[src/hdl/pc1_stream_cipher_128_unit_macros.svh]
// Assertion macros used by the cipher unit's top-level RTL file.
`ifndef PC1_STREAM_CIPHER_128_UNIT_MACROS_SVH
`define PC1_STREAM_CIPHER_128_UNIT_MACROS_SVH

`ifndef ASSERT_OFF

// Same-cycle implication, checked out of reset.
`define PC1_ASSERT_IMPL(lbl, ante, cons) \
  lbl: assert property (@(posedge clk) disable iff (!rst_n) (ante) |-> (cons)) \
    else $error("pc1 assertion failed");

// Next-cycle implication, checked out of reset.
`define PC1_ASSERT_NEXT(lbl, ante, cons) \
  lbl: assert property (@(posedge clk) disable iff (!rst_n) (ante) |=> (cons)) \
    else $error("pc1 assertion failed");

`else

`define PC1_ASSERT_IMPL(lbl, ante, cons)
`define PC1_ASSERT_NEXT(lbl, ante, cons)

`endif

`endif

[src/hdl/pc1sc_pkg.sv]
// Shared types and constants of the PC1 stream cipher unit.
package pc1sc_pkg;

  localparam int ROUNDS    = 8;
  localparam int KEY_BYTES = 2 * ROUNDS;
  localparam int CFG_DW    = 64;
  localparam int CFG_AW    = 5;

  localparam logic [1:0] REG_KEY_HIGH = 2'd0;
  localparam logic [1:0] REG_KEY_LOW  = 2'd1;
  localparam logic [1:0] REG_MODE     = 2'd2;

  localparam logic [15:0] MUL_K_LO = 16'h015a;
  localparam logic [15:0] MUL_K_HI = 16'h4e35;
  localparam logic [7:0]  LETTER_BASE8 = 8'h61;
  localparam logic [6:0]  LETTER_BASE7 = 7'h61;

  typedef enum logic {
    MUL_SEL_015A = 1'b0,
    MUL_SEL_4E35 = 1'b1
  } mul_k_t;

  typedef struct packed {
    logic [63:0] key_high;
    logic [63:0] key_low;
    logic        decrypt_mode;
  } cfg_regs_t;

endpackage

[src/hdl/pc1sc_if.sv]
// Valid/ready channel interfaces for the cipher unit's input and result streams.
interface pc1sc_in_if;
  logic       valid;
  logic       ready;
  logic       start_req;
  logic [7:0] plain_byte;
  logic [7:0] letter_high;
  logic [7:0] letter_low;

  modport source (output valid, start_req, plain_byte, letter_high, letter_low,
                  input ready);
  modport sink (input valid, start_req, plain_byte, letter_high, letter_low,
                output ready);
endinterface

interface pc1sc_out_if;
  logic       valid;
  logic       ready;
  logic [7:0] out_byte;
  logic [6:0] out_letter_high;
  logic [6:0] out_letter_low;

  modport source (output valid, out_byte, out_letter_high, out_letter_low,
                  input ready);
  modport sink (input valid, out_byte, out_letter_high, out_letter_low,
                output ready);
endinterface

[src/hdl/pc1_stream_cipher_128_unit.sv]
// Top level of the PC1 stream cipher unit: sequencer, key store and output register.
//
// The input channel carries one byte request at a time: start_req, plain_byte and the
// two letters. In encrypt mode plain_byte is used; in decrypt mode the two letters are.
// A request with start_req set reloads the working key from the key registers and
// clears both chaining words before its byte is processed.
// Each byte runs eight rounds of three steps on one shared 16-bit multiplier,
// followed by a finishing step that loads the result into the output register; a new
// request is accepted only in the idle state after that, so one byte is worked on at a time.
// The result request waits in the output register; the next input request may be
// accepted and worked on while it waits. If the receiver still stalls when the next
// result is ready, the unit holds that result in its finishing step.
// Reset clears the key registers, the mode, the working key and the chaining words.
// Configuration writes go through the APB-style port at byte addresses 0, 8 and 16
// and are to be only made while the unit is idle; the unit itself does not enforce this.
module pc1_stream_cipher_128_unit (
  input  logic                         clk,
  input  logic                         rst_n,
  pc1sc_in_if.sink                     in_ch,
  pc1sc_out_if.source                  out_ch,
  input  logic                         psel,
  input  logic                         penable,
  input  logic                         pwrite,
  input  logic [pc1sc_pkg::CFG_AW-1:0] paddr,
  input  logic [pc1sc_pkg::CFG_DW-1:0] pwdata,
  output logic [pc1sc_pkg::CFG_DW-1:0] prdata,
  output logic                         pready
);
  import pc1sc_pkg::*;

  typedef enum logic [4:0] {
    ST_IDLE = 5'b00001,
    ST_A    = 5'b00010,
    ST_B    = 5'b00100,
    ST_C    = 5'b01000,
    ST_FIN  = 5'b10000
  } state_t;

  localparam int RW = $clog2(ROUNDS);

  cfg_regs_t   regs;

  state_t      state_r, state_nxt;
  logic [RW-1:0] rnd_r, rnd_nxt;
  logic [7:0]  wk_r [KEY_BYTES];
  logic [7:0]  wk_nxt [KEY_BYTES];
  logic [15:0] chain_sum_r, chain_sum_nxt;
  logic [15:0] chain_prod_r, chain_prod_nxt;
  logic        out_valid_r, out_valid_nxt;

  logic [15:0] acc_r, acc_nxt;
  logic [15:0] word_r, word_nxt;
  logic [15:0] idx_r, idx_nxt;
  logic [15:0] wprod_r, wprod_nxt;
  logic [7:0]  plain_r, plain_nxt;
  logic [7:0]  lhi_r, lhi_nxt;
  logic [7:0]  llo_r, llo_nxt;
  logic [7:0]  out_byte_r, out_byte_nxt;
  logic [6:0]  out_lh_r, out_lh_nxt;
  logic [6:0]  out_ll_r, out_ll_nxt;

  logic        in_acc;
  logic        out_free;
  logic [15:0] prod_r;
  logic [15:0] mul_opnd;
  mul_k_t      mul_sel;
  logic        mul_en;
  logic [15:0] mod_w;
  logic [15:0] kw;
  logic [15:0] word_w;
  logic [15:0] acc_w;
  logic [7:0]  ks;
  logic [7:0]  c_dec;
  logic [7:0]  c_enc;
  logic [7:0]  p_byte;

  pc1sc_cfg u_cfg (
    .clk     (clk),
    .rst_n   (rst_n),
    .psel    (psel),
    .penable (penable),
    .pwrite  (pwrite),
    .paddr   (paddr),
    .pwdata  (pwdata),
    .prdata  (prdata),
    .pready  (pready),
    .regs    (regs)
  );

  pc1sc_mul u_mul (
    .clk    (clk),
    .en     (mul_en),
    .opnd   (mul_opnd),
    .k_sel  (mul_sel),
    .prod_r (prod_r)
  );

  assign in_ch.ready            = (state_r == ST_IDLE);
  assign in_acc                 = in_ch.valid & in_ch.ready;
  assign out_ch.valid           = out_valid_r;
  assign out_ch.out_byte        = out_byte_r;
  assign out_ch.out_letter_high = out_lh_r;
  assign out_ch.out_letter_low  = out_ll_r;
  assign out_free               = ~out_valid_r | out_ch.ready;

  // The multiplier holds word * 0x4e35 of the previous round, so mod is one increment away.
  assign mod_w  = prod_r + 16'd1;
  assign kw     = {wk_r[0], wk_r[1]};
  assign word_w = (rnd_r == '0) ? kw : (mod_w ^ kw);
  assign acc_w  = acc_r ^ mod_w ^ chain_sum_r;
  assign ks     = acc_w[15:8] ^ acc_w[7:0];
  assign c_dec  = 8'((lhi_r - LETTER_BASE8) << 4) + 8'(llo_r - LETTER_BASE8);
  assign c_enc  = plain_r ^ ks;
  assign p_byte = regs.decrypt_mode ? (c_dec ^ ks) : plain_r;

  always_comb begin
    case (state_r)
      ST_A: begin
        mul_opnd = word_w;
        mul_sel  = MUL_SEL_015A;
        mul_en   = 1'b1;
      end
      ST_B: begin
        mul_opnd = idx_r;
        mul_sel  = MUL_SEL_4E35;
        mul_en   = 1'b1;
      end
      ST_C: begin
        mul_opnd = word_r;
        mul_sel  = MUL_SEL_4E35;
        mul_en   = 1'b1;
      end
      default: begin
        mul_opnd = word_r;
        mul_sel  = MUL_SEL_015A;
        mul_en   = 1'b0;
      end
    endcase
  end

  always_comb begin
    state_nxt      = state_r;
    rnd_nxt        = rnd_r;
    wk_nxt         = wk_r;
    chain_sum_nxt  = chain_sum_r;
    chain_prod_nxt = chain_prod_r;
    acc_nxt        = acc_r;
    word_nxt       = word_r;
    idx_nxt        = idx_r;
    wprod_nxt      = wprod_r;
    plain_nxt      = plain_r;
    lhi_nxt        = lhi_r;
    llo_nxt        = llo_r;
    out_byte_nxt   = out_byte_r;
    out_lh_nxt     = out_lh_r;
    out_ll_nxt     = out_ll_r;
    out_valid_nxt  = out_valid_r & ~out_ch.ready;

    case (state_r)
      ST_IDLE: begin
        if (in_acc) begin
          plain_nxt = in_ch.plain_byte;
          lhi_nxt   = in_ch.letter_high;
          llo_nxt   = in_ch.letter_low;
          acc_nxt   = '0;
          rnd_nxt   = '0;
          state_nxt = ST_A;
          if (in_ch.start_req) begin
            for (int i = 0; i < KEY_BYTES / 2; i++) begin
              wk_nxt[i]                 = regs.key_high[8*(KEY_BYTES/2-1-i) +: 8];
              wk_nxt[KEY_BYTES / 2 + i] = regs.key_low[8*(KEY_BYTES/2-1-i) +: 8];
            end
            chain_sum_nxt  = '0;
            chain_prod_nxt = '0;
          end
        end
      end
      ST_A: begin
        word_nxt = word_w;
        idx_nxt  = chain_sum_r + 16'(rnd_r);
        if (rnd_r != '0) begin
          acc_nxt = acc_w;
        end
        state_nxt = ST_B;
      end
      ST_B: begin
        wprod_nxt = prod_r;
        state_nxt = ST_C;
      end
      ST_C: begin
        chain_sum_nxt  = prod_r + wprod_r + chain_prod_r;
        chain_prod_nxt = wprod_r;
        // Rotating by two bytes a round keeps the current key word at bytes 0 and 1.
        for (int i = 0; i < KEY_BYTES; i++) begin
          wk_nxt[i] = wk_r[(i + 2) % KEY_BYTES];
        end
        rnd_nxt   = rnd_r + RW'(1);
        state_nxt = (rnd_r == RW'(ROUNDS - 1)) ? ST_FIN : ST_A;
      end
      ST_FIN: begin
        if (out_free) begin
          for (int i = 0; i < KEY_BYTES; i++) begin
            wk_nxt[i] = wk_r[i] ^ p_byte;
          end
          out_valid_nxt = 1'b1;
          if (regs.decrypt_mode) begin
            out_byte_nxt = p_byte;
            out_lh_nxt   = '0;
            out_ll_nxt   = '0;
          end else begin
            out_byte_nxt = c_enc;
            out_lh_nxt   = LETTER_BASE7 + {3'b000, c_enc[7:4]};
            out_ll_nxt   = LETTER_BASE7 + {3'b000, c_enc[3:0]};
          end
          state_nxt = ST_IDLE;
        end
      end
      default: begin
        state_nxt = ST_IDLE;
      end
    endcase
  end

  always_ff @(posedge clk) begin
    if (!rst_n) begin
      state_r      <= ST_IDLE;
      rnd_r        <= '0;
      chain_sum_r  <= '0;
      chain_prod_r <= '0;
      out_valid_r  <= 1'b0;
      for (int i = 0; i < KEY_BYTES; i++) begin
        wk_r[i] <= '0;
      end
    end else begin
      state_r      <= state_nxt;
      rnd_r        <= rnd_nxt;
      chain_sum_r  <= chain_sum_nxt;
      chain_prod_r <= chain_prod_nxt;
      out_valid_r  <= out_valid_nxt;
      wk_r         <= wk_nxt;
    end
  end

  always_ff @(posedge clk) begin
    acc_r      <= acc_nxt;
    word_r     <= word_nxt;
    idx_r      <= idx_nxt;
    wprod_r    <= wprod_nxt;
    plain_r    <= plain_nxt;
    lhi_r      <= lhi_nxt;
    llo_r      <= llo_nxt;
    out_byte_r <= out_byte_nxt;
    out_lh_r   <= out_lh_nxt;
    out_ll_r   <= out_ll_nxt;
  end

`include "pc1_stream_cipher_128_unit_macros.svh"

  `PC1_ASSERT_NEXT(a_accept_starts_round, in_acc, state_r == ST_A)
  `PC1_ASSERT_NEXT(a_fin_holds_on_stall, (state_r == ST_FIN) && !out_free, state_r == ST_FIN)
  `PC1_ASSERT_NEXT(a_start_loads_key, in_acc && in_ch.start_req,
                   wk_r[0] == $past(regs.key_high[63:56]) && chain_sum_r == 16'd0)
  `PC1_ASSERT_IMPL(a_result_from_fin, $rose(out_valid_r), $past(state_r) == ST_FIN)

endmodule

[src/hdl/pc1sc_cfg.sv]
// APB-style register file holding the key words and the mode bit.
module pc1sc_cfg (
  input  logic                            clk,
  input  logic                            rst_n,
  input  logic                            psel,
  input  logic                            penable,
  input  logic                            pwrite,
  input  logic [pc1sc_pkg::CFG_AW-1:0]    paddr,
  input  logic [pc1sc_pkg::CFG_DW-1:0]    pwdata,
  output logic [pc1sc_pkg::CFG_DW-1:0]    prdata,
  output logic                            pready,
  output pc1sc_pkg::cfg_regs_t            regs
);
  import pc1sc_pkg::*;

  cfg_regs_t  regs_r;
  cfg_regs_t  regs_nxt;
  logic [1:0] reg_idx;
  logic       wr_en;

  // Registers sit on 8-byte boundaries, so the low three address bits are ignored.
  assign reg_idx = paddr[CFG_AW-1:3];
  assign wr_en   = psel & penable & pwrite;
  assign pready  = 1'b1;
  assign regs    = regs_r;

  always_comb begin
    regs_nxt = regs_r;
    if (wr_en) begin
      case (reg_idx)
        REG_KEY_HIGH: regs_nxt.key_high     = pwdata;
        REG_KEY_LOW:  regs_nxt.key_low      = pwdata;
        REG_MODE:     regs_nxt.decrypt_mode = pwdata[0];
        default:      regs_nxt = regs_r;
      endcase
    end
  end

  always_comb begin
    case (reg_idx)
      REG_KEY_HIGH: prdata = regs_r.key_high;
      REG_KEY_LOW:  prdata = regs_r.key_low;
      REG_MODE:     prdata = {{(CFG_DW-1){1'b0}}, regs_r.decrypt_mode};
      default:      prdata = '0;
    endcase
  end

  always_ff @(posedge clk) begin
    if (!rst_n) begin
      regs_r <= '0;
    end else begin
      regs_r <= regs_nxt;
    end
  end

endmodule

[src/hdl/pc1sc_mul.sv]
// Shared 16-bit modular multiplier by one of the two round constants, product registered.
module pc1sc_mul (
  input  logic              clk,
  input  logic              en,
  input  logic [15:0]       opnd,
  input  pc1sc_pkg::mul_k_t k_sel,
  output logic [15:0]       prod_r
);
  import pc1sc_pkg::*;

  logic [15:0] kval;
  logic [31:0] full;
  logic [15:0] prod_nxt;

  always_comb begin
    case (k_sel)
      MUL_SEL_015A: kval = MUL_K_LO;
      MUL_SEL_4E35: kval = MUL_K_HI;
      default:      kval = MUL_K_LO;
    endcase
  end

  // Only the low 16 bits of the product are kept.
  assign full     = opnd * kval;
  assign prod_nxt = en ? full[15:0] : prod_r;

  always_ff @(posedge clk) begin
    prod_r <= prod_nxt;
  end

endmodule

[src/flat_wrapper.sv]
// flat-port wrapper written by rule: the top's interface ports become plain ports
module pc1_stream_cipher_128_unit_flat import pc1sc_pkg::*;
  (clk, rst_n, psel, penable, pwrite, paddr, pwdata, prdata, pready, in_ch_valid, in_ch_start_req, in_ch_plain_byte, in_ch_letter_high, in_ch_letter_low, in_ch_ready, out_ch_valid, out_ch_out_byte, out_ch_out_letter_high, out_ch_out_letter_low, out_ch_ready);
  pc1sc_in_if in_ch_i ();
  pc1sc_out_if out_ch_i ();
  input  logic clk;
  input  logic rst_n;
  input  logic psel;
  input  logic penable;
  input  logic pwrite;
  input  logic [pc1sc_pkg::CFG_AW-1:0] paddr;
  input  logic [pc1sc_pkg::CFG_DW-1:0] pwdata;
  output logic [pc1sc_pkg::CFG_DW-1:0] prdata;
  output logic pready;
  input wire logic [$bits(in_ch_i.valid)-1:0] in_ch_valid;
  input wire logic [$bits(in_ch_i.start_req)-1:0] in_ch_start_req;
  input wire logic [$bits(in_ch_i.plain_byte)-1:0] in_ch_plain_byte;
  input wire logic [$bits(in_ch_i.letter_high)-1:0] in_ch_letter_high;
  input wire logic [$bits(in_ch_i.letter_low)-1:0] in_ch_letter_low;
  output wire logic [$bits(in_ch_i.ready)-1:0] in_ch_ready;
  output wire logic [$bits(out_ch_i.valid)-1:0] out_ch_valid;
  output wire logic [$bits(out_ch_i.out_byte)-1:0] out_ch_out_byte;
  output wire logic [$bits(out_ch_i.out_letter_high)-1:0] out_ch_out_letter_high;
  output wire logic [$bits(out_ch_i.out_letter_low)-1:0] out_ch_out_letter_low;
  input wire logic [$bits(out_ch_i.ready)-1:0] out_ch_ready;
  assign in_ch_i.valid = in_ch_valid;
  assign in_ch_i.start_req = in_ch_start_req;
  assign in_ch_i.plain_byte = in_ch_plain_byte;
  assign in_ch_i.letter_high = in_ch_letter_high;
  assign in_ch_i.letter_low = in_ch_letter_low;
  assign in_ch_ready = in_ch_i.ready;
  assign out_ch_valid = out_ch_i.valid;
  assign out_ch_out_byte = out_ch_i.out_byte;
  assign out_ch_out_letter_high = out_ch_i.out_letter_high;
  assign out_ch_out_letter_low = out_ch_i.out_letter_low;
  assign out_ch_i.ready = out_ch_ready;
  pc1_stream_cipher_128_unit u_core (.clk(clk), .rst_n(rst_n), .in_ch(in_ch_i), .out_ch(out_ch_i), .psel(psel), .penable(penable), .pwrite(pwrite), .paddr(paddr), .pwdata(pwdata), .prdata(prdata), .pready(pready));
endmodule
[config.mk]
export PLATFORM = sky130hd
export DESIGN_NAME = pc1_stream_cipher_128_unit_flat
export DESIGN_NICKNAME = d
export VERILOG_FILES = /design/src/hdl/pc1sc_pkg.sv /design/src/hdl/pc1sc_if.sv /design/src/hdl/pc1_stream_cipher_128_unit.sv /design/src/hdl/pc1sc_cfg.sv /design/src/hdl/pc1sc_mul.sv /design/src/flat_wrapper.sv
export VERILOG_INCLUDE_DIRS = /design/src /design/src/hdl
export SDC_FILE = /design/constraint.sdc
export NUM_CORES = 1
export LEC_CHECK = 0
export ABC_AREA = 1
export BUFFER_PORTS_ARGS = -buffer_cell sky130_fd_sc_hd__buf_4
export CAP_MARGIN = 20
export CORE_MARGIN = 2
export CORE_UTILIZATION = 50
export CTS_CLUSTER_SIZE = 24
export DETAILED_ROUTE_END_ITERATION = 8
export PLACE_DENSITY_LB_ADDON = 0.08
export SYNTH_ARGS = -nofsm -noshare
export SYNTH_HDL_FRONTEND = slang
export SYNTH_HIERARCHICAL = 1
export SYNTH_SLANG_ARGS = --single-unit
[constraint.sdc]
create_clock -name clk -period 6.7 [get_ports clk]
set_clock_uncertainty 0.05 [all_clocks]
set_input_delay 1.34 -clock clk [delete_from_list [all_inputs] [get_ports clk]]
set_output_delay 1.34 -clock clk [all_outputs]
set_load 0.03 [all_outputs]
======== After elaboration in Yosys (flattened, before gate mapping) ========
Cells that the tools add are included.
word-level totals
  register bits after elaboration ......... 420
  input bits .............................. 101
  output and inout port bits .............. 89
  word-level logic and storage cells ...... 133
cells by class
  add/sub/neg operators ................... 10
  $mul .................................... 1
  equality and inequality tests ........... 12
  multiplexer cells ....................... 27
  bitwise gates (word level) .............. 30
  reductions and logical operators ........ 18
operator list
  operator                                              count
  two-way mux 128 bit                                   3
  one-hot mux 128 bit (3 select lines)                  1
  one-hot mux 64 bit (3 select lines)                   1
  one-hot mux 16 bit (2 select lines)                   5
  bitwise XOR 8 bit                                     19
  two-way mux 16 bit                                    5
  bitwise XOR 16 bit                                    3
  adder 16 bit                                          2
  one-hot mux 5 bit (5 select lines)                    1
  adder 16 x 1 -> 16 bit (second input constant)        1
  adder 16 x 3 -> 16 bit                                1
  multiplier 16 x 16 -> 16 bit                          1
  two-way mux 8 bit                                     2
  two-way mux 5 bit                                     3
  adder 6 x 5 -> 7 bit (first input constant)           2
  AND reduction 2 bit                                   7
  adder 8 bit                                           1
  subtractor 8 x 7 -> 8 bit (second input constant)     1
  one-hot mux 3 bit (2 select lines)                    1
  AND reduction 3 bit                                   2
  nonzero test 3 bit                                    2
  equality test 5 x 1 -> 1 bit (second input constant)  1
  equality test 5 x 2 -> 1 bit (second input constant)  1
  equality test 5 x 3 -> 1 bit (second input constant)  1
  other kinds (20)                                      31

======== Depth between registers and ports, before layout ========
Gate-level depths: netlist of run 1.
  depth in word-level cells ............... 9
  mapped depth ............................ 32
  depth with buffers taken out ............ 32

======== By module ========
Netlist of run 1, hierarchy kept.
by module, submodules not included
  module                      instances  cells an instance  area each (um^2)  sequential area each (um^2)
  pc1_stream_cipher_128_unit  1          2106               16326.9           6476.2
  pc1sc_cfg                   1          859                6040.8            2582.5
  pc1sc_mul                   1          456                3698.5            480.5

======== Least setup slack after synthesis of run 1 ========
Ideal clock, no wire load.
  path type ............................... register to register
  from .................................... register u_core.state_r[2]
  to ...................................... register u_core.u_mul.prod_r[15], data pin
  library setup time ...................... 252 ps
  arrival ................................. 6060 ps
  required time ........................... 6398 ps
  slack ................................... 338 ps
  cell stages (with the launch flop) ...... 26
  buffers on the path ..................... 1
  clock period less this slack ............ 6362 ps
  cell sequence ........................... dfxtp_1 -> nor2_1 -> and3_1 -> clkbuf_1 -> a22oi_1 -> nand2_1 -> inv_1 -> o21ai_0 -> ha_1 -> inv_1 -> fa_1 -> fa_1 -> fa_1 -> inv_1 -> fa_1 -> inv_1 -> fa_1 -> inv_1 -> ha_1 -> inv_1 -> nor3_1 -> nand3_1 -> nand3_1 -> inv_1 -> nand2_1 -> nand2_1
on the way
  elaborated cells between the ends (all ways) .. 9
  classes of those cells .................. 1 x mul; 3 x eq/ne; 3 x mux; 1 x bitwise; 1 x reduce/logical
RTL lines
  element                                                                       line                               text
  start: declaration                                                            pc1_stream_cipher_128_unit.sv:43   state_t state_r, state_nxt;
  start signal: assignment                                                      pc1_stream_cipher_128_unit.sv:235  state_r <= state_nxt;
  equality test 5 x 3 -> 1 bit or equality test 5 x 2 -> 1 bit (tied branches)  pc1_stream_cipher_128_unit.sv:117  case (state_r)
  one-hot mux 16 bit (2 select lines) (*)                                       pc1_stream_cipher_128_unit.sv:117
  via u_core.mul_opnd[4]                                                        pc1_stream_cipher_128_unit.sv:65   logic [15:0] mul_opnd;
  multiplier 16 x 16 -> 16 bit (*)                                              pc1sc_mul.sv:24                    assign full = opnd * kval;
  via u_core.u_mul.full[15]                                                     pc1sc_mul.sv:12                    logic [31:0] full;
  end signal: assignment                                                        pc1sc_mul.sv:28                    prod_r <= prod_nxt;
  end: declaration                                                              pc1sc_mul.sv:7                     output logic [15:0] prod_r
Mark *: on every way through the listed nets, which the timed path passes. The rest lies on a longest branch. The select of a mux whose other input is x is not followed.
A chain may end at the register's enable or synchronous reset.

======== Worst setup path after layout of run 1 ========
  from .................................... register u_core.u_mul.prod_r[5]
  to ...................................... register u_core.u_mul.prod_r[15], data pin
on the way
  word-level cells in the longest chain between the ends .. 5
RTL lines
  element                              line                               text
  adder 16 x 1 -> 16 bit               pc1_stream_cipher_128_unit.sv:107  assign mod_w = prod_r + 16'd1;
  bitwise XOR 16 bit                   pc1_stream_cipher_128_unit.sv:109  assign word_w = (rnd_r == '0) ? kw : (mod_w ^ kw);
  two-way mux 16 bit                   pc1_stream_cipher_128_unit.sv:109
  one-hot mux 16 bit (2 select lines)  pc1_stream_cipher_128_unit.sv:117
  via u_core.mul_opnd[8]               pc1_stream_cipher_128_unit.sv:65
  multiplier 16 x 16 -> 16 bit         pc1sc_mul.sv:24
  via u_core.u_mul.full[15]            pc1sc_mul.sv:12
The timed path passes the listed nets, and every way through them passes these cells.

==> results of run 1 <==
[state kept, by name, indices dropped and copies added, names as in the netlist, 8 cells and up]
register                count
u_core/acc_r               16
u_core/out_ch.out_byte      8
u_core/word_r              16
u_core/u_cfg/regs         129
u_core/plain_r              8
u_core/llo_r                8
u_core/kw                  16
u_core/idx_r               16
u_core/wprod_r             16
u_core/u_mul/prod_r        16
u_core/wk_r               112
u_core/chain_prod_r        16
u_core/chain_sum_r         16
[where the power goes]
part / internal (mW) / switching (mW)
Combinational: 1.44 / 2.41
Sequential: 3.00 / 0.259
Clock: 1.45 / 1.09
[cell type report]
class	count	area (um^2)
clock buffer	70	1370
timing repair buffer	236	1890
tap	680	851
sequential	417	9540
multi-input combinational	2333	13800
antenna	1	2.50
inverter	461	1740
clock inverter	12	121
fill	4712	22100
[cells in the mapped netlist, types with 3 or more instances]
| library cell | instances | area [um^2] |
|---|---|---|
| nand3b_1 | 13 | 97.6 |
| nand3_1 | 465 | 2330 |
| nand2_2 | 11 | 68.8 |
| buf_1 | 7 | 26.3 |
| clkinv_1 | 3 | 11.3 |
| nor2_4 | 3 | 33.8 |
| buf_6 | 22 | 248 |
| nor2_2 | 7 | 43.8 |
| edfxtp_1 | 119 | 3570 |
| a211oi_1 | 3 | 22.5 |
| nor2_1 | 347 | 1300 |
| dfxtp_1 | 298 | 5970 |
| a31oi_1 | 3 | 18.8 |
| ha_1 | 103 | 1290 |
| clkbuf_1 | 108 | 405 |
| a21oi_1 | 203 | 1020 |
| conb_1 | 3 | 11.3 |
| o21bai_1 | 4 | 30.0 |
| nand2_1 | 581 | 2180 |
| xnor2_1 | 28 | 245 |
| nand2_4 | 10 | 113 |
| a22oi_1 | 6 | 45.0 |
| xor2_1 | 50 | 438 |
| a22o_1 | 63 | 552 |
| nand3_2 | 7 | 70.1 |
| nor3_1 | 10 | 50.1 |
| inv_2 | 8 | 30.0 |
| buf_4 | 28 | 210 |
| nand4_1 | 9 | 56.3 |
| fa_1 | 65 | 1300 |
| nand3_4 | 8 | 140 |
| o21ai_0 | 170 | 851 |
| inv_1 | 449 | 1690 |
| buf_2 | 48 | 240 |
| o211ai_1 | 5 | 37.5 |
| or2_2 | 6 | 37.5 |
| a221oi_1 | 128 | 1120 |
[worst paths after layout]
kind | start | endpoint | slack [ns]
max | u_core/u_mul/prod_r[5]$_DFFE_PP_ | u_core/u_mul/prod_r[15]$_DFFE_PP_ | 0.34
min | u_core/chain_prod_r[15]$_SDFFE_PN0P_ | u_core/chain_prod_r[15]$_SDFFE_PN0P_ | 0.42
max reg2reg | u_core/u_mul/prod_r[5]$_DFFE_PP_ | u_core/u_mul/prod_r[15]$_DFFE_PP_ | 0.34
min reg2reg | u_core/chain_prod_r[15]$_SDFFE_PN0P_ | u_core/chain_prod_r[15]$_SDFFE_PN0P_ | 0.42
[per-stage QoR]
| step | area [um^2] | cells | setup TNS (ns) |
|---|---|---|---|
| floorplan | 26100 | 3424 | 0 |
| global placement | 27600 | 4113 | 0 |
| detailed placement | 27600 | 4113 | 0 |
| CTS | 29100 | 4195 | 0 |
| global route | 29300 | 4209 | -0.0547 |
| finish | 29300 | 4210 | 0 |
[layout by cell type (no fill, tap or decap), drive strengths merged, types with 11 or more instances in the layout]
master  instances
a22o           63
nand3         480
o21ai         173
clkbuf         70
ha            103
nor2          357
xor2           51
fa             65
dfxtp         298
xnor2          29
a21oi         203
a221oi        128
buf           236
nand3b         13
edfxtp        119
clkinv         16
nand2         602
inv           456
nor3           11
[logic make-up after synthesis]
family / share of synthesized area (%)
adders and majority gates: 9.94
buffers and inverters: 11.0
AOI/OAI and AO/OA: 14.5
other: 0.0432
xor gates and xnor gates: 2.75
DFF: 36.6
and+or+nand+nor: 25.2
[layer usage]
| layer | vias up | wire, um | track usage (%) |
|---|---|---|---|
| met2 | 830 | 39200 | 49.2 |
| met1 | 11500 | 35300 | 40.6 |
| met3 | 135 | 4690 | 3.06 |
| li1 | 11500 | - | - |
| met5 | - | 0 | 0 |
| met4 | 0 | 3140 | 11.4 |
[worst min-delay path: stages, from the launching register on]
cell,delay [ns]
dfxtp_1,0.32
nand2_1,0.06
a21oi_1,0.05
[what timing repair did]
action                                  in CTS  in global routing
endpoints found under the setup margin       0                  4
gates resized for setup                      0                 14
buffers inserted                             0                 12
==> results.sh, run 1 <==
export IMPL_status="finished clean"
export IMPL_synth_top_flop_cell="dfxtp_1"
export IMPL_drt_iter0_markers=2449
export IMPL_slowest_stage="fa_1"
export IMPL_pre_cts_ws_ns=0.193
export IMPL_timing_final_crit_share_pct=95.0
export IMPL_crit_family="adder cells"
export IMPL_cpPeakStageDelay_ns=0.56
export IMPL_critical_path_depth=28
export IMPL_leakagePower_nw=12.8
export IMPL_drv_cap=0
export IMPL_clock_latency_ns=0.61
export IMPL_final_max_slew_violation_count=0
export IMPL_dpl_hpwl_um=57700
export IMPL_post_drt_wl_per_cell_um=19.6
export IMPL_grt_util_all_layers_pct=29.9
export IMPL_power_mw=9.64
export IMPL_clock_path_buffers=3
export IMPL_die_w_um=232
export IMPL_core_mm2=0.0514
export IMPL_viasPerCell=5.71
export IMPL_cts_inserted_buffers=47
export IMPL_num_rows=83
export IMPL_fin_hold_ws_ns=0.425
export IMPL_drc=0
export IMPL_portBuffers=181
export IMPL_synth_seq_cells=417
export IMPL_setup_viol=0
export IMPL_cp_required_ns=6.98
export IMPL_overflow=0
export IMPL_grt_max_degree=157
export IMPL_die_area_mm2=0.0540
export IMPL_max_freq_ghz=0.157
export IMPL_end_kind="register"
export IMPL_vias=24000
export IMPL_syn_inst=3421
export IMPL_yosysWarnings=6
export IMPL_synth_cell_types=52
export IMPL_initial_core_util_pct=50.7
export IMPL_path_class="register to register"
export IMPL_final_util_pct=56.9
export IMPL_cts_root_buf="clkbuf_16"
export IMPL_critPathBufInv=7
export IMPL_worst_ep_arrival_time_ns=6.64
export IMPL_place_gp_congestion=0.939
export IMPL_hold_depth=2
export IMPL_r2r_worst_path_cells=28
export IMPL_seq_area_frac_synth_pct=36.6
export IMPL_clock_sinks=417
export IMPL_hold_class="register to register"
export IMPL_peakVddDrop_mv=0.239
export IMPL_pin_count=190
export IMPL_drt_first_pass_iters=8
export IMPL_slew_headroom_pct=31.9
export IMPL_die_height_um=232
export IMPL_worst_pin_slew_ns=1.02
export IMPL_netlist_area_mm2=0.0261
export IMPL_area_delta_synth_final_pct=12.3
export IMPL_syn_area_per_cell_um2=7.62
export IMPL_async_flop_share_pct=0
export IMPL_grt_pass1_vias=22300
export IMPL_final_layout_size_suffix_gt1_share_pct=11.1
export IMPL_fin_ws_ns=0.338
export IMPL_cts_tree="built"
export IMPL_ant_nets=0
export IMPL_crit_path_max_fanout=6
export IMPL_clkTransAtPathRegs_ns=0.06
export IMPL_period_minus_slack_ns=6.36
export IMPL_routed_wl_um=82300
export IMPL_antenna_found_initial=0
export IMPL_synth_edff_count=119
export IMPL_postCtsHoldBufs=0
export IMPL_grt_pass1_wl_um=126000
export IMPL_nets=3765
export IMPL_worstSetupStartpointType="register"
export IMPL_hold_viol_final=0
export IMPL_htree_levels=2
export IMPL_powerDensity_mw_per_mm2=329
Note: power is estimated with default switching activity, not from simulation.
==> run 2: changes to the inputs <==
--- a/config.mk
+++ b/config.mk
@@ -16,5 +16,4 @@
 export PLACE_DENSITY_LB_ADDON = 0.08
 export SYNTH_ARGS = -nofsm -noshare
 export SYNTH_HDL_FRONTEND = slang
-export SYNTH_HIERARCHICAL = 1
 export SYNTH_SLANG_ARGS = --single-unit
==> results.sh, run 2 <==
export IMPL_timing_final_crit_share_pct=101
export IMPL_p_int_mw=7.06
export IMPL_synth_seq_cells=417
export IMPL_power_mw=11.7
export IMPL_yosys_area_top_type="dfxtp_1"
export IMPL_antenna_found_initial=4
export IMPL_r2r_end="u_core.u_mul.prod_r[13]$_DFFE_PP_"
export IMPL_crit_path_max_fanout=3
export IMPL_drv_cap=0
export IMPL_place_gp_congestion=0.931
export IMPL_vias=23400
export IMPL_rsz0062_at_grt="true"
export IMPL_hold_end="u_core.chain_prod_r[11]$_SDFFE_PN0P_"
export IMPL_async_flop_share_pct=0
export IMPL_reg2reg_from="u_core.u_mul.prod_r[0]$_DFFE_PP_"
export IMPL_peakVddDrop_mv=0.450
export IMPL_yosysWarnings=0
export IMPL_powerDensity_mw_per_mm2=400
export IMPL_worst_pin_slew_ns=1.08
export IMPL_seq_area_frac_synth_pct=38.2
export IMPL_overflow=0
export IMPL_violations="setup timing"
export IMPL_status="finished, violations left"
export IMPL_hold_class="register to register"
export IMPL_largest_reg_flops=129
export IMPL_placed_cells=3939
export IMPL_layout_cells_non_filler=4049
export IMPL_cts_tree="built"
export IMPL_cts_inserted_buffers=46
export IMPL_clock_latency_ns=0.60
export IMPL_post_drt_wl_per_cell_um=20.5
export IMPL_drc=0
export IMPL_min_delay_start="u_core.chain_prod_r[11]$_SDFFE_PN0P_"
export IMPL_portBuffers=181
export IMPL_grt_pass1_vias=22400
export IMPL_worstSetupStartpointType="register"
export IMPL_grt_max_degree=143
export IMPL_syn_area_per_cell_um2=7.90
export IMPL_pin_count=190
export IMPL_yosysMostFrequentCell="nand2_1"
export IMPL_synthTopCellsByArea="dfxtp_1, edfxtp_1, nand3_1"
export IMPL_postCtsHoldBufs=0
export IMPL_drt_first_pass_iters=6
export IMPL_grt_util_all_layers_pct=32.0
export IMPL_p_sw_share_pct=39.9
export IMPL_synth_cell_types=51
export IMPL_max_freq_ghz=0.148
export IMPL_htree_levels=2
export IMPL_die_height_um=228
export IMPL_cp_required_ns=6.97
export IMPL_hold_viol_final=0
export IMPL_synthTopCellsByCount="nand2_1, inv_1, nor2_1"
export IMPL_num_rows=81
export IMPL_syn_inst=3161
export IMPL_r2r_worst_path_cells=36
export IMPL_switching_power_mw=4.69
export IMPL_initial_core_util_pct=50.8
export IMPL_core_mm2=0.0492
export IMPL_critPathBufInv=12
export IMPL_final_max_slew_violation_count=0
export IMPL_synth_edff_count=119
export IMPL_die_w_um=228
export IMPL_nets=3615
export IMPL_final_cell_mix="nand2_1, inv_1, nor2_1"
export IMPL_clkTransAtPathRegs_ns=0.06
export IMPL_pre_cts_ws_ns=-0.398
export IMPL_crit_family="adder cells"
export IMPL_final_util_pct=59.7
export IMPL_ant_nets=0
export IMPL_final_area_mm2=0.0293
export IMPL_clockPowerShare_pct=22.6
export IMPL_worst_ep_arrival_time_ns=7.01
export IMPL_layout_commonest_cell="nand2_1"
export IMPL_p_comb_share_pct=48.3
export IMPL_path_class="register to register"
export IMPL_synth_top_flop_cell="dfxtp_1"
export IMPL_p_seq_share_pct=29.1
export IMPL_area_delta_synth_final_pct=17.4
export IMPL_netlist_area_mm2=0.0250
export IMPL_clock_path_buffers=3
export IMPL_grt_pass1_wl_um=127000
export IMPL_die_area_mm2=0.0518
export IMPL_fin_ws_ns=-0.0439
export IMPL_cpMostUsedCell="buf_4"
export IMPL_slowest_stage="fa_1"
export IMPL_slew_headroom_pct=27.8
export IMPL_r2r_setup_slack_ns=-0.04
export IMPL_final_layout_size_suffix_gt1_share_pct=16.1
export IMPL_cpPeakStageDelay_ns=0.57
export IMPL_routed_wl_um=83200
export IMPL_placed_area_mm2=0.0273
export IMPL_cts_root_buf="clkbuf_16"
export IMPL_setup_viol=2
export IMPL_yosys_area_top_type_share_pct=23.9
export IMPL_clock_sinks=417
export IMPL_dpl_hpwl_um=58100
export IMPL_drt_iter0_markers=2244
export IMPL_viasPerCell=5.78
export IMPL_period_minus_slack_ns=6.74
export IMPL_end_kind="register"
export IMPL_hold_depth=2
export IMPL_leakagePower_nw=12.3
[run 2: changes by cell type after synthesis, sizes merged, moves of 9 or more]
cell,delta
buf,-60
nand3,-158
nand2,-162
xor2,+14
or2,+9
o21ai,+123
clkbuf,+49
inv,-74
[run 2: kinds of logic after synthesis]
| kind of cell | count (synthesis) | synth area share (%) |
|---|---|---|
| AO/OA/AOI/OAI | 715 | 17.7 |
| XOR/XNOR | 96 | 3.61 |
| adder cells (fa/ha/maj) | 168 | 10.5 |
| buffers and inverters | 588 | 9.28 |
| flip-flops | 417 | 38.2 |
| other | 2 | 0.0301 |
| AND/OR/NAND/NOR | 1175 | 20.7 |
[run 2: worst min-delay path, stage by stage, from the launching register on]
cell,delay (ns)
dfxtp_1,0.32
nand2_1,0.06
a21oi_1,0.05
[run 2: what timing repair did]
item                                    in CTS  in global routing
cloned                                       0                  0
endpoints found under the setup margin       1                  4
pin swaps                                   24                 34
setup buffers                               14                  7
resized for setup                           22                 40
[run 2: layer usage]
metal,wire [um],global-route usage [%]
met1,33500,40.0
met2,40200,54.6
met3,5200,4.28
met4,4300,15.1
met5,39,0
[run 2: final cells by class]
type	instances	area (um^2)
antenna	2	5.00
sequential	417	9540
tap	664	831
clock inverter	18	244
multi-input combinational	2162	13400
fill	4491	19800
timing repair buffer	333	2540
clock buffer	67	1320
inverter	386	1460
[run 2: worst max path at each step]
stage	start	end	slack, ns	cells after the start
after global placement	u_core.u_mul.prod_r[0]$_DFFE_PP_	u_core.u_mul.prod_r[15]$_DFFE_PP_	-0.24	40
after floorplan	u_core.state_r[1]$_SDFFE_PN0P_	u_core.u_mul.prod_r[15]$_DFFE_PP_	0.05	34
final	u_core.u_mul.prod_r[0]$_DFFE_PP_	u_core.u_mul.prod_r[13]$_DFFE_PP_	-0.04	36
after global routing	u_core.u_mul.prod_r[4]$_DFFE_PP_	u_core.u_mul.prod_r[15]$_DFFE_PP_	-0.40	36
after CTS	u_core.u_mul.prod_r[1]$_DFFE_PP_	u_core.u_mul.prod_r[15]$_DFFE_PP_	-0.16	39
after detailed placement	u_core.u_mul.prod_r[0]$_DFFE_PP_	u_core.u_mul.prod_r[15]$_DFFE_PP_	-0.40	40
[run 2: power groups by stage]
stage          Clock, mW  Sequential, mW  Combinational, mW
6_report            2.66            3.42               5.67
2_1_floorplan          0            3.36               3.42
3_5_place_dp           0            3.45               5.05
5_1_grt             2.79            3.46               6.39
3_3_place_gp           0            3.43               4.91
4_1_cts             2.69            3.40               5.27
[run 2: metrics by stage]
step | hold WS (ns) | setup TNS (ns)
final | 0.426 | -0.0692
after global routing | 0.442 | -0.737
after CTS | 0.429 | -0.228
after detailed placement | 0.420 | -0.398
after global placement | 0.411 | -0.243
after floorplan | 0.404 | 0
